### src/design/watchdog_timer_registers_core_defines.svh
// Assertion macros for the watchdog timer register block.
// Included by the RTL files that carry concurrent checks; needs no other file.
`ifndef WATCHDOG_TIMER_REGISTERS_CORE_DEFINES_SVH
`define WATCHDOG_TIMER_REGISTERS_CORE_DEFINES_SVH

`ifndef ASSERT_OFF

// Implication checked at every rising edge outside reset.
`define WDT_ASSERT(lbl, clk, rst_n, prop, msg) \
    lbl: assert property (@(posedge clk) disable iff (!rst_n) prop) else $error(msg);

// A condition that must never hold outside reset.
`define WDT_NEVER(lbl, clk, rst_n, cond, msg) \
    lbl: assert property (@(posedge clk) disable iff (!rst_n) !(cond)) else $error(msg);

`else

`define WDT_ASSERT(lbl, clk, rst_n, prop, msg)
`define WDT_NEVER(lbl, clk, rst_n, cond, msg)

`endif

`endif

### src/design/wdt_pkg.sv
// Shared types and constants of the watchdog timer register block.
// No dependencies; imported by wdt_regfile and the top level.
package wdt_pkg;

    // Width of the load, elapsed and snapshot counters.
    localparam int COUNT_WIDTH = 32;

    typedef logic [COUNT_WIDTH-1:0] t_count;

    // Item operations.
    typedef enum logic [1:0] {
        OP_READ  = 2'd0,
        OP_WRITE = 2'd1,
        OP_TICK  = 2'd2,
        OP_IDLE  = 2'd3
    } t_op;

    // Register byte offsets.
    localparam logic [11:0] OFS_CTRL   = 12'd0;
    localparam logic [11:0] OFS_LOAD   = 12'd4;
    localparam logic [11:0] OFS_VALUE  = 12'd8;
    localparam logic [11:0] OFS_KEY    = 12'd12;
    localparam logic [11:0] OFS_STATUS = 12'd16;

    // Key words and control bit positions.
    localparam logic [31:0] KEY_FEED = 32'h5A5A_5A5A;
    localparam logic [31:0] KEY_LOCK = 32'h1ACC_E551;
    localparam int CTRL_EN_BIT    = 0;
    localparam int CTRL_INTEN_BIT = 1;

    // Largest elapsed count; ticking stops there.
    localparam t_count COUNT_MAX = '1;

    typedef struct packed {
        t_op         operation;
        logic [11:0] reg_offset;
        logic [31:0] write_data;
    } t_item;

    typedef struct packed {
        logic [31:0] read_data;
        logic        irq_out;
        logic        bad_offset;
    } t_result;

endpackage

### src/design/wdt_if.sv
// Valid/ready channel interfaces for request items and result items.
// Self-contained; used by the top level ports.
interface wdt_req_if;
    logic        valid;
    logic        ready;
    logic [1:0]  operation;
    logic [11:0] reg_offset;
    logic [31:0] write_data;

    modport source (output valid, operation, reg_offset, write_data, input ready);
    modport sink (input valid, operation, reg_offset, write_data, output ready);
endinterface

interface wdt_rsp_if;
    logic        valid;
    logic        ready;
    logic [31:0] read_data;
    logic        irq_out;
    logic        bad_offset;

    modport source (output valid, read_data, irq_out, bad_offset, input ready);
    modport sink (input valid, read_data, irq_out, bad_offset, output ready);
endinterface

### src/design/wdt_regfile.sv
// Watchdog state registers and the single-pass update and read decode.
// Depends on wdt_pkg and the assertion macro header.
`include "watchdog_timer_registers_core_defines.svh"

module wdt_regfile import wdt_pkg::*; (
    input  logic    i_clk,
    input  logic    i_rst_n,
    input  logic    i_update,
    input  t_item   i_item,
    output t_result o_result
);

    logic [1:0] r_ctrl, n_ctrl;
    t_count     r_load, n_load;
    t_count     r_elapsed, n_elapsed;
    t_count     r_snapshot, n_snapshot;
    logic       r_timeout, n_timeout;
    logic       r_lock, n_lock;

    logic       en;
    t_count     cur_value;

    // Counter value as software sees it: live while enabled, frozen otherwise.
    assign en = r_ctrl[CTRL_EN_BIT];

    always_comb begin
        if (!en) begin
            cur_value = r_snapshot;
        end else if (r_elapsed >= r_load) begin
            cur_value = '0;
        end else begin
            cur_value = r_load - r_elapsed;
        end
    end

    // Next state and result for the item in the input register.
    always_comb begin
        logic [31:0] rd;
        logic        bad;
        logic [1:0]  nw;

        rd         = '0;
        bad        = 1'b0;
        nw         = i_item.write_data[1:0];
        n_ctrl     = r_ctrl;
        n_load     = r_load;
        n_elapsed  = r_elapsed;
        n_snapshot = r_snapshot;
        n_timeout  = r_timeout;
        n_lock     = r_lock;

        case (i_item.operation)
            OP_READ: begin
                case (i_item.reg_offset)
                    OFS_CTRL:   rd = {30'd0, r_ctrl};
                    OFS_LOAD:   rd = 32'(r_load);
                    OFS_VALUE:  rd = 32'(cur_value);
                    OFS_KEY:    rd = '0;
                    OFS_STATUS: rd = {31'd0, r_timeout};
                    default:    bad = 1'b1;
                endcase
            end
            OP_WRITE: begin
                case (i_item.reg_offset)
                    OFS_CTRL: begin
                        if (!r_lock) begin
                            if (!en && nw[CTRL_EN_BIT]) begin
                                n_elapsed = '0;
                                n_timeout = 1'b0;
                            end else if (en && !nw[CTRL_EN_BIT]) begin
                                n_snapshot = cur_value;
                            end
                            n_ctrl = nw;
                        end
                    end
                    OFS_LOAD:  n_load = t_count'(i_item.write_data);
                    OFS_VALUE: n_load = r_load;
                    OFS_KEY: begin
                        if (i_item.write_data == KEY_FEED) begin
                            n_elapsed = '0;
                            n_timeout = 1'b0;
                        end else if (i_item.write_data == KEY_LOCK) begin
                            n_lock = 1'b1;
                        end
                    end
                    OFS_STATUS: begin
                        // Write-1-to-clear, then restart if still clear.
                        if (i_item.write_data[0]) begin
                            n_timeout = 1'b0;
                        end
                        if (en && !n_timeout) begin
                            n_elapsed = '0;
                        end
                    end
                    default: bad = 1'b1;
                endcase
            end
            OP_TICK: begin
                if (en && r_elapsed != COUNT_MAX) begin
                    n_elapsed = r_elapsed + t_count'(1);
                end
            end
            default: begin
                n_lock = r_lock;
            end
        endcase

        // Timeout against the live load, after the item's own update.
        if (n_ctrl[CTRL_EN_BIT] && n_load != '0 && n_elapsed >= n_load) begin
            n_timeout = 1'b1;
        end

        o_result.read_data  = rd;
        o_result.bad_offset = bad;
        o_result.irq_out    = n_timeout & n_ctrl[CTRL_INTEN_BIT];
    end

    // State registers; they move only when an item leaves the input register.
    always_ff @(posedge i_clk) begin
        if (!i_rst_n) begin
            r_ctrl     <= '0;
            r_load     <= '0;
            r_elapsed  <= '0;
            r_snapshot <= '0;
            r_timeout  <= 1'b0;
            r_lock     <= 1'b0;
        end else if (i_update) begin
            r_ctrl     <= n_ctrl;
            r_load     <= n_load;
            r_elapsed  <= n_elapsed;
            r_snapshot <= n_snapshot;
            r_timeout  <= n_timeout;
            r_lock     <= n_lock;
        end
    end

    // The lock holds until reset.
    `WDT_ASSERT(a_lock_sticky, i_clk, i_rst_n, r_lock |=> r_lock, "lock released")
    // Timeout is raised only by an item.
    `WDT_ASSERT(a_timeout_by_item, i_clk, i_rst_n, $rose(r_timeout) |-> $past(i_update), "timeout rose without an item")
    // Control changes only through an item while unlocked.
    `WDT_ASSERT(a_ctrl_unlocked, i_clk, i_rst_n, !$stable(r_ctrl) |-> ($past(i_update) && !$past(r_lock)), "control changed while locked")
    // Elapsed count never wraps back to zero by a tick.
    `WDT_NEVER(a_no_wrap, i_clk, i_rst_n, i_update && i_item.operation == OP_TICK && r_elapsed == COUNT_MAX && n_elapsed != COUNT_MAX, "elapsed count wrapped")

endmodule

### src/design/watchdog_timer_registers_core.sv
// Watchdog timer register block top level: input register, state update, result register.
// Depends on wdt_pkg, wdt_if and wdt_regfile.
//
// Each request item (register read, register write or counter tick) gives exactly one result
// item. Items are accepted one per clock cycle when the result side keeps up, and each result
// passes first through the input register, where the register state is read and updated in a
// single pass, and then through the result register. The rate is set by that single-pass
// update of the control, load, elapsed, snapshot and flag registers.
// When the result side stalls, the input register still takes one more item before the request
// side is held. Counter ticks arrive as items of their own; the block has no free-running timer.

module watchdog_timer_registers_core import wdt_pkg::*; (
    input  logic         i_clk,
    input  logic         i_rst_n,
    wdt_req_if.sink      i_req,
    wdt_rsp_if.source    o_rsp
);

    logic    r_s1_valid, n_s1_valid;
    t_item   r_s1_item;
    logic    r_out_valid, n_out_valid;
    t_result r_out;
    t_result result;
    logic    s1_adv;

    // Stage handshake: the input register empties into the result register when it is free.
    assign s1_adv      = r_s1_valid && (!r_out_valid || o_rsp.ready);
    assign i_req.ready = !r_s1_valid || s1_adv;

    always_comb begin
        n_s1_valid  = i_req.ready ? i_req.valid : r_s1_valid;
        n_out_valid = s1_adv ? 1'b1 : (o_rsp.ready ? 1'b0 : r_out_valid);
    end

    // Register state and decode for the item in the input register.
    wdt_regfile u_regfile (
        .i_clk    (i_clk),
        .i_rst_n  (i_rst_n),
        .i_update (s1_adv),
        .i_item   (r_s1_item),
        .o_result (result)
    );

    // Valid flags.
    always_ff @(posedge i_clk) begin
        if (!i_rst_n) begin
            r_s1_valid  <= 1'b0;
            r_out_valid <= 1'b0;
        end else begin
            r_s1_valid  <= n_s1_valid;
            r_out_valid <= n_out_valid;
        end
    end

    // Payload registers, loaded on each transfer.
    always_ff @(posedge i_clk) begin
        if (i_req.valid && i_req.ready) begin
            r_s1_item.operation  <= t_op'(i_req.operation);
            r_s1_item.reg_offset <= i_req.reg_offset;
            r_s1_item.write_data <= i_req.write_data;
        end
        if (s1_adv) begin
            r_out <= result;
        end
    end

    assign o_rsp.valid      = r_out_valid;
    assign o_rsp.read_data  = r_out.read_data;
    assign o_rsp.irq_out    = r_out.irq_out;
    assign o_rsp.bad_offset = r_out.bad_offset;

endmodule
### src/flat_wrapper.sv
// flat-port wrapper written by rule: the top's interface ports become plain ports
module watchdog_timer_registers_core_flat import wdt_pkg::*;
  (i_clk, i_rst_n, i_req_valid, i_req_operation, i_req_reg_offset, i_req_write_data, i_req_ready, o_rsp_valid, o_rsp_read_data, o_rsp_irq_out, o_rsp_bad_offset, o_rsp_ready);
  wdt_req_if i_req_i ();
  wdt_rsp_if o_rsp_i ();
  input  logic i_clk;
  input  logic i_rst_n;
  input wire logic [$bits(i_req_i.valid)-1:0] i_req_valid;
  input wire logic [$bits(i_req_i.operation)-1:0] i_req_operation;
  input wire logic [$bits(i_req_i.reg_offset)-1:0] i_req_reg_offset;
  input wire logic [$bits(i_req_i.write_data)-1:0] i_req_write_data;
  output wire logic [$bits(i_req_i.ready)-1:0] i_req_ready;
  output wire logic [$bits(o_rsp_i.valid)-1:0] o_rsp_valid;
  output wire logic [$bits(o_rsp_i.read_data)-1:0] o_rsp_read_data;
  output wire logic [$bits(o_rsp_i.irq_out)-1:0] o_rsp_irq_out;
  output wire logic [$bits(o_rsp_i.bad_offset)-1:0] o_rsp_bad_offset;
  input wire logic [$bits(o_rsp_i.ready)-1:0] o_rsp_ready;
  assign i_req_i.valid = i_req_valid;
  assign i_req_i.operation = i_req_operation;
  assign i_req_i.reg_offset = i_req_reg_offset;
  assign i_req_i.write_data = i_req_write_data;
  assign i_req_ready = i_req_i.ready;
  assign o_rsp_valid = o_rsp_i.valid;
  assign o_rsp_read_data = o_rsp_i.read_data;
  assign o_rsp_irq_out = o_rsp_i.irq_out;
  assign o_rsp_bad_offset = o_rsp_i.bad_offset;
  assign o_rsp_i.ready = o_rsp_ready;
  watchdog_timer_registers_core u_core (.i_clk(i_clk), .i_rst_n(i_rst_n), .i_req(i_req_i), .o_rsp(o_rsp_i));
endmodule
### config.mk
export PLATFORM = sky130hd
export DESIGN_NAME = watchdog_timer_registers_core_flat
export DESIGN_NICKNAME = d
export VERILOG_FILES = /design/src/design/wdt_pkg.sv /design/src/design/wdt_if.sv /design/src/design/wdt_regfile.sv /design/src/design/watchdog_timer_registers_core.sv /design/src/flat_wrapper.sv
export VERILOG_INCLUDE_DIRS = /design/src /design/src/design
export SDC_FILE = /design/constraint.sdc
export NUM_CORES = 1
export LEC_CHECK = 0
export BUFFER_PORTS_ARGS = -buffer_cell sky130_fd_sc_hd__buf_2
export CORE_ASPECT_RATIO = 1.75
export CORE_MARGIN = 5
export CORE_UTILIZATION = 55
export DETAILED_ROUTE_END_ITERATION = 10
export GPL_ROUTABILITY_DRIVEN = 0
export MAX_ROUTING_LAYER = met4
export PLACE_DENSITY = 0.76
export SYNTH_ARGS = -nofsm -noshare
export SYNTH_HDL_FRONTEND = slang
export SYNTH_SLANG_ARGS = --single-unit
### constraint.sdc
create_clock -name i_clk -period 3.9 [get_ports i_clk]
set_clock_uncertainty 0.05 [all_clocks]
set_input_delay 0.39 -clock i_clk [delete_from_list [all_inputs] [get_ports i_clk]]
set_output_delay 0.39 -clock i_clk [all_outputs]
set_load 0.05 [all_outputs]
==> metrics <==
FFs w/ async S/R, synth=0%; Finished Core Util=66.9%; Post-Synthesis Cells=between 1000 and 1500; Final Max Slew Viols=0; XOR/XNOR Fraction of Synth Area=2.14%; crit path DAT=4.36 ns; Pwr per Cell Area=around 360 mW/mm^2; HP Class=primary input to flip-flop; Worst-Skew Late Latency=roughly 0.45 ns; Netlist cell types=71; Max clock buf depth=2; DRC marker count from the first detailed-route iteration=960; IR drop worst, VDD=0.000317 V; largest family of logic cells by synthesized area=compound AO/OA/AOI/OAI gates; reg-to-reg setup timing slack=-0.20 ns; antenna viol nets, final=0; Synth Area in Compound Gates=22.8%; hold path cells=1; Tmin final=4.10 ns; Hold Buf Count CTS=0; post-synthesis sequential area ratio=between 40% and 50%; H-tree depth=4; HPWL after DPL=26500 um; worst setup slack after layout=-0.202 ns; reg2reg path depth=21; drt drc=0; Syn Nets=~1400; IO Count=86; YS warnings=0; drt first pass iters=5; Max Cap Viol=0; Area growth, synth to finish=19.3%; GRT overflow=0; CP Max Fanout=4; Num CTS Buffers=17; Worst R2R End=u_core.u_regfile.r_elapsed[13]; post-place setup slack=-0.123 ns; Die ar.=0.0232 sq mm; RR Startpoint=u_core.u_regfile.r_elapsed[4]; Starting Density=56.1%; post-synthesis mux area share=under 10%; antenna violations before repair=0; Crit Path Category=flip-flop to flip-flop; Lkg Pwr=5.01 nW; Worst Path Required=4.16 ns; Main synth FF type=dfxtp_1; drt total wl=35800 um; crit end category=flip-flop; Worst Max-Slew Pin Slew=1.14 ns; Net count, final=1542; Post-synth EDFFs=80; simple-gate portion of the synthesized area=between 10% and 20%; Die W=117 um; TritonCTS clock tree=yes; Root Driver=clkbuf_16; #FFs+latches synth=around 180; chip height=198 um; Sink Count=182; number of core rows=68; run status=finished with violations; vias per inst=6.53; cell area after synthesis=0.0111 sq mm; HP Start=i_req_write_data[17]; post-synthesis adder-cell area fraction=7.87%; Syn Area/Cell=about 8.8 sq um; final hold vios=0; first-pass GRT wire length=56000 um; clk slew on worst S/H paths=0.07 ns; largest net degree at the start of global routing=100; routed len/inst=21.3 um; GRT Total Usage=roughly a third; Worst slew margin=24.2%; RSZ-0062 raised after global routing=yes; Hold Path End=u_core.r_s1_item[17]; period utilization=105%; layout cells sized above 1=19.8%; Placeable Area=0.0197 sq mm; fmax=244 MHz; CP Launch Type=flip-flop; vias post-DR=11000; Port Buffers=85; Antenna Cells=0; vias in the first global route=10700; failing checks=negative setup slack; setup violators final=2
==> worst max path at each step <==
stage                                     end  cells after the start                           from  slack, ns
2_1_floorplan            u_core.o_rsp.irq_out                     18           u_core.r_s1_item[35]      0.003
3_3_place_gp             u_core.o_rsp.irq_out                     16           u_core.r_s1_item[28]      -0.07
3_5_place_dp             u_core.o_rsp.irq_out                     17  u_core.u_regfile.r_elapsed[4]      -0.12
4_1_cts                  u_core.o_rsp.irq_out                     17  u_core.u_regfile.r_elapsed[3]      -0.02
5_1_grt        u_core.u_regfile.r_elapsed[13]                     21  u_core.u_regfile.r_elapsed[4]      -0.32
6_report       u_core.u_regfile.r_elapsed[13]                     21  u_core.u_regfile.r_elapsed[4]      -0.20
==> where the power goes <==
| part | switching (mW) | leakage (nW) | internal (mW) |
|---|---|---|---|
| combinational | 0.603 | 3.14 | 0.344 |
| sequential | 0.0656 | 1.59 | 2.06 |
| clock | 0.776 | 0.274 | 0.951 |
==> cell usage in the layout (no fill, tap or decap), types with 7 or more instances in the layout <==
cell type / n
a21oi_1: 91
buf_4: 129
buf_2: 85
xor2_1: 12
nand3_1: 61
a31oi_1: 34
dfxtp_1: 98
a311oi_1: 7
nand2_1: 115
nand4_1: 24
nand2b_1: 7
a22oi_1: 26
nor2_1: 95
nor4_1: 22
inv_1: 47
o211ai_1: 9
nor3_1: 18
a21o_1: 24
o21a_1: 8
clkbuf_16: 17
xnor2_1: 15
ha_1: 68
and2_1: 10
mux2i_1: 38
or3_1: 23
o31ai_1: 9
a211oi_1: 44
and3_1: 11
o21ai_0: 85
edfxtp_1: 80
==> through the flow <==
| step | hold WS [ns] | instance area [sq um] | total power, mW | std cells | setup TNS [ns] |
|---|---|---|---|---|---|
| 6_report | 0.0572 | 13200 | 4.80 | 1681 | -0.328 |
| 3_3_place_gp | 0.388 | 12400 | 3.05 | 1635 | -0.0661 |
| 4_1_cts | 0.0510 | 13200 | 4.78 | 1682 | -0.0240 |
| 3_5_place_dp | 0.395 | 12400 | 3.07 | 1635 | -0.123 |
| 5_1_grt | 0.0520 | 13200 | 4.97 | 1681 | -0.792 |
| 2_1_floorplan | 0.382 | 11100 | 2.76 | 1257 | 0 |
==> area by class of cell <==
class	count	area, sq um
clock buffers	19	433
inverters	49	186
fillers	1602	6530
flip-flops and latches	182	4450
multi-input cells	955	6230
repair buffers	218	1460
well taps	245	307
clock inverters	13	144
==> synthesized netlist by cell type, drive strengths merged, types with 4 or more instances <==
library cell	number	share of area, %
ha	68	7.7
nor2	96	3.3
nand2b	7	0.40
a311oi	7	0.55
inv	49	1.7
dfxtp	102	18
o211ai	9	0.61
a22oi	28	1.9
and2	12	0.68
a21oi	95	4.3
o31ai	10	0.68
a21o	24	1.6
xnor2	15	1.2
buf	12	0.55
nand2	117	4.0
xor2	12	0.95
nor3	20	0.95
and3	12	0.68
a31oi	34	1.9
o22ai	4	0.23
clkbuf	59	2.0
nand4	24	1.4
edfxtp	80	22
nand4b	4	0.45
nand3	61	2.8
and4	5	0.40
nor4	26	1.8
a211oi	44	3.0
or4	6	0.47
o21bai	5	0.34
o21ai	91	4.1
mux2i	38	3.4
or3	24	1.4
o21a	8	0.54
==> what timing repair did <==
action                     CTS  global route
gates resized for setup     12            15
hold endpoints to repair     0             0
setup endpoints to repair    2             4
setup buffers               15             2
pin swaps                    8            16
==> cell families after synthesis <==
family,after synthesis
compound gates,395
simple gates,424
buf+inv,120
xor+xnor,27
mux,40
fa+ha+maj,69
flops,182
==> worst max-delay path: stages, from the launching register on <==
cell,delay [ns]
dfxtp_2,0.33
nand4_1,0.13
or4_4,0.51
or2_1,0.24
a2111o_1,0.45
o211ai_1,0.31
nand2_2,0.10
buf_4,0.16
buf_6,0.11
buf_4,0.12
buf_4,0.12
buf_4,0.12
buf_4,0.12
buf_4,0.12
buf_4,0.12
buf_4,0.12
buf_4,0.13
buf_4,0.12
buf_4,0.12
buf_4,0.12
a22oi_2,0.16
nor2_1,0.06
==> routing by layer <==
metal  routed length [um]  GRT usage (%)  up-vias  share of wire (%)
li1                     -              -     5077                  -
met1                12800           36.9     5065                 36
met2                17400           51.8      640                 49
met3                 2800           4.81      193                7.8
met4                 2760           21.0        0                7.7
met5                    0              -        -                  0
==> registers in the layout (all words and copies together) (netlist names) <==
name,count
u_core.u_regfile.r_ctrl,2
u_core.u_regfile.r_snapshot,32
u_core.u_regfile.r_elapsed,32
u_core.r_s1_item,46
u_core.u_regfile.r_timeout,1
u_core.u_regfile.r_lock,1
u_core.u_regfile.r_load,32
u_core.r_s1_valid,1
u_core.o_rsp.valid,1
u_core.o_rsp.irq_out,1
u_core.o_rsp.bad_offset,1
u_core.o_rsp.read_data,32
No activity file was read; power rests on OpenSTA's default activity.
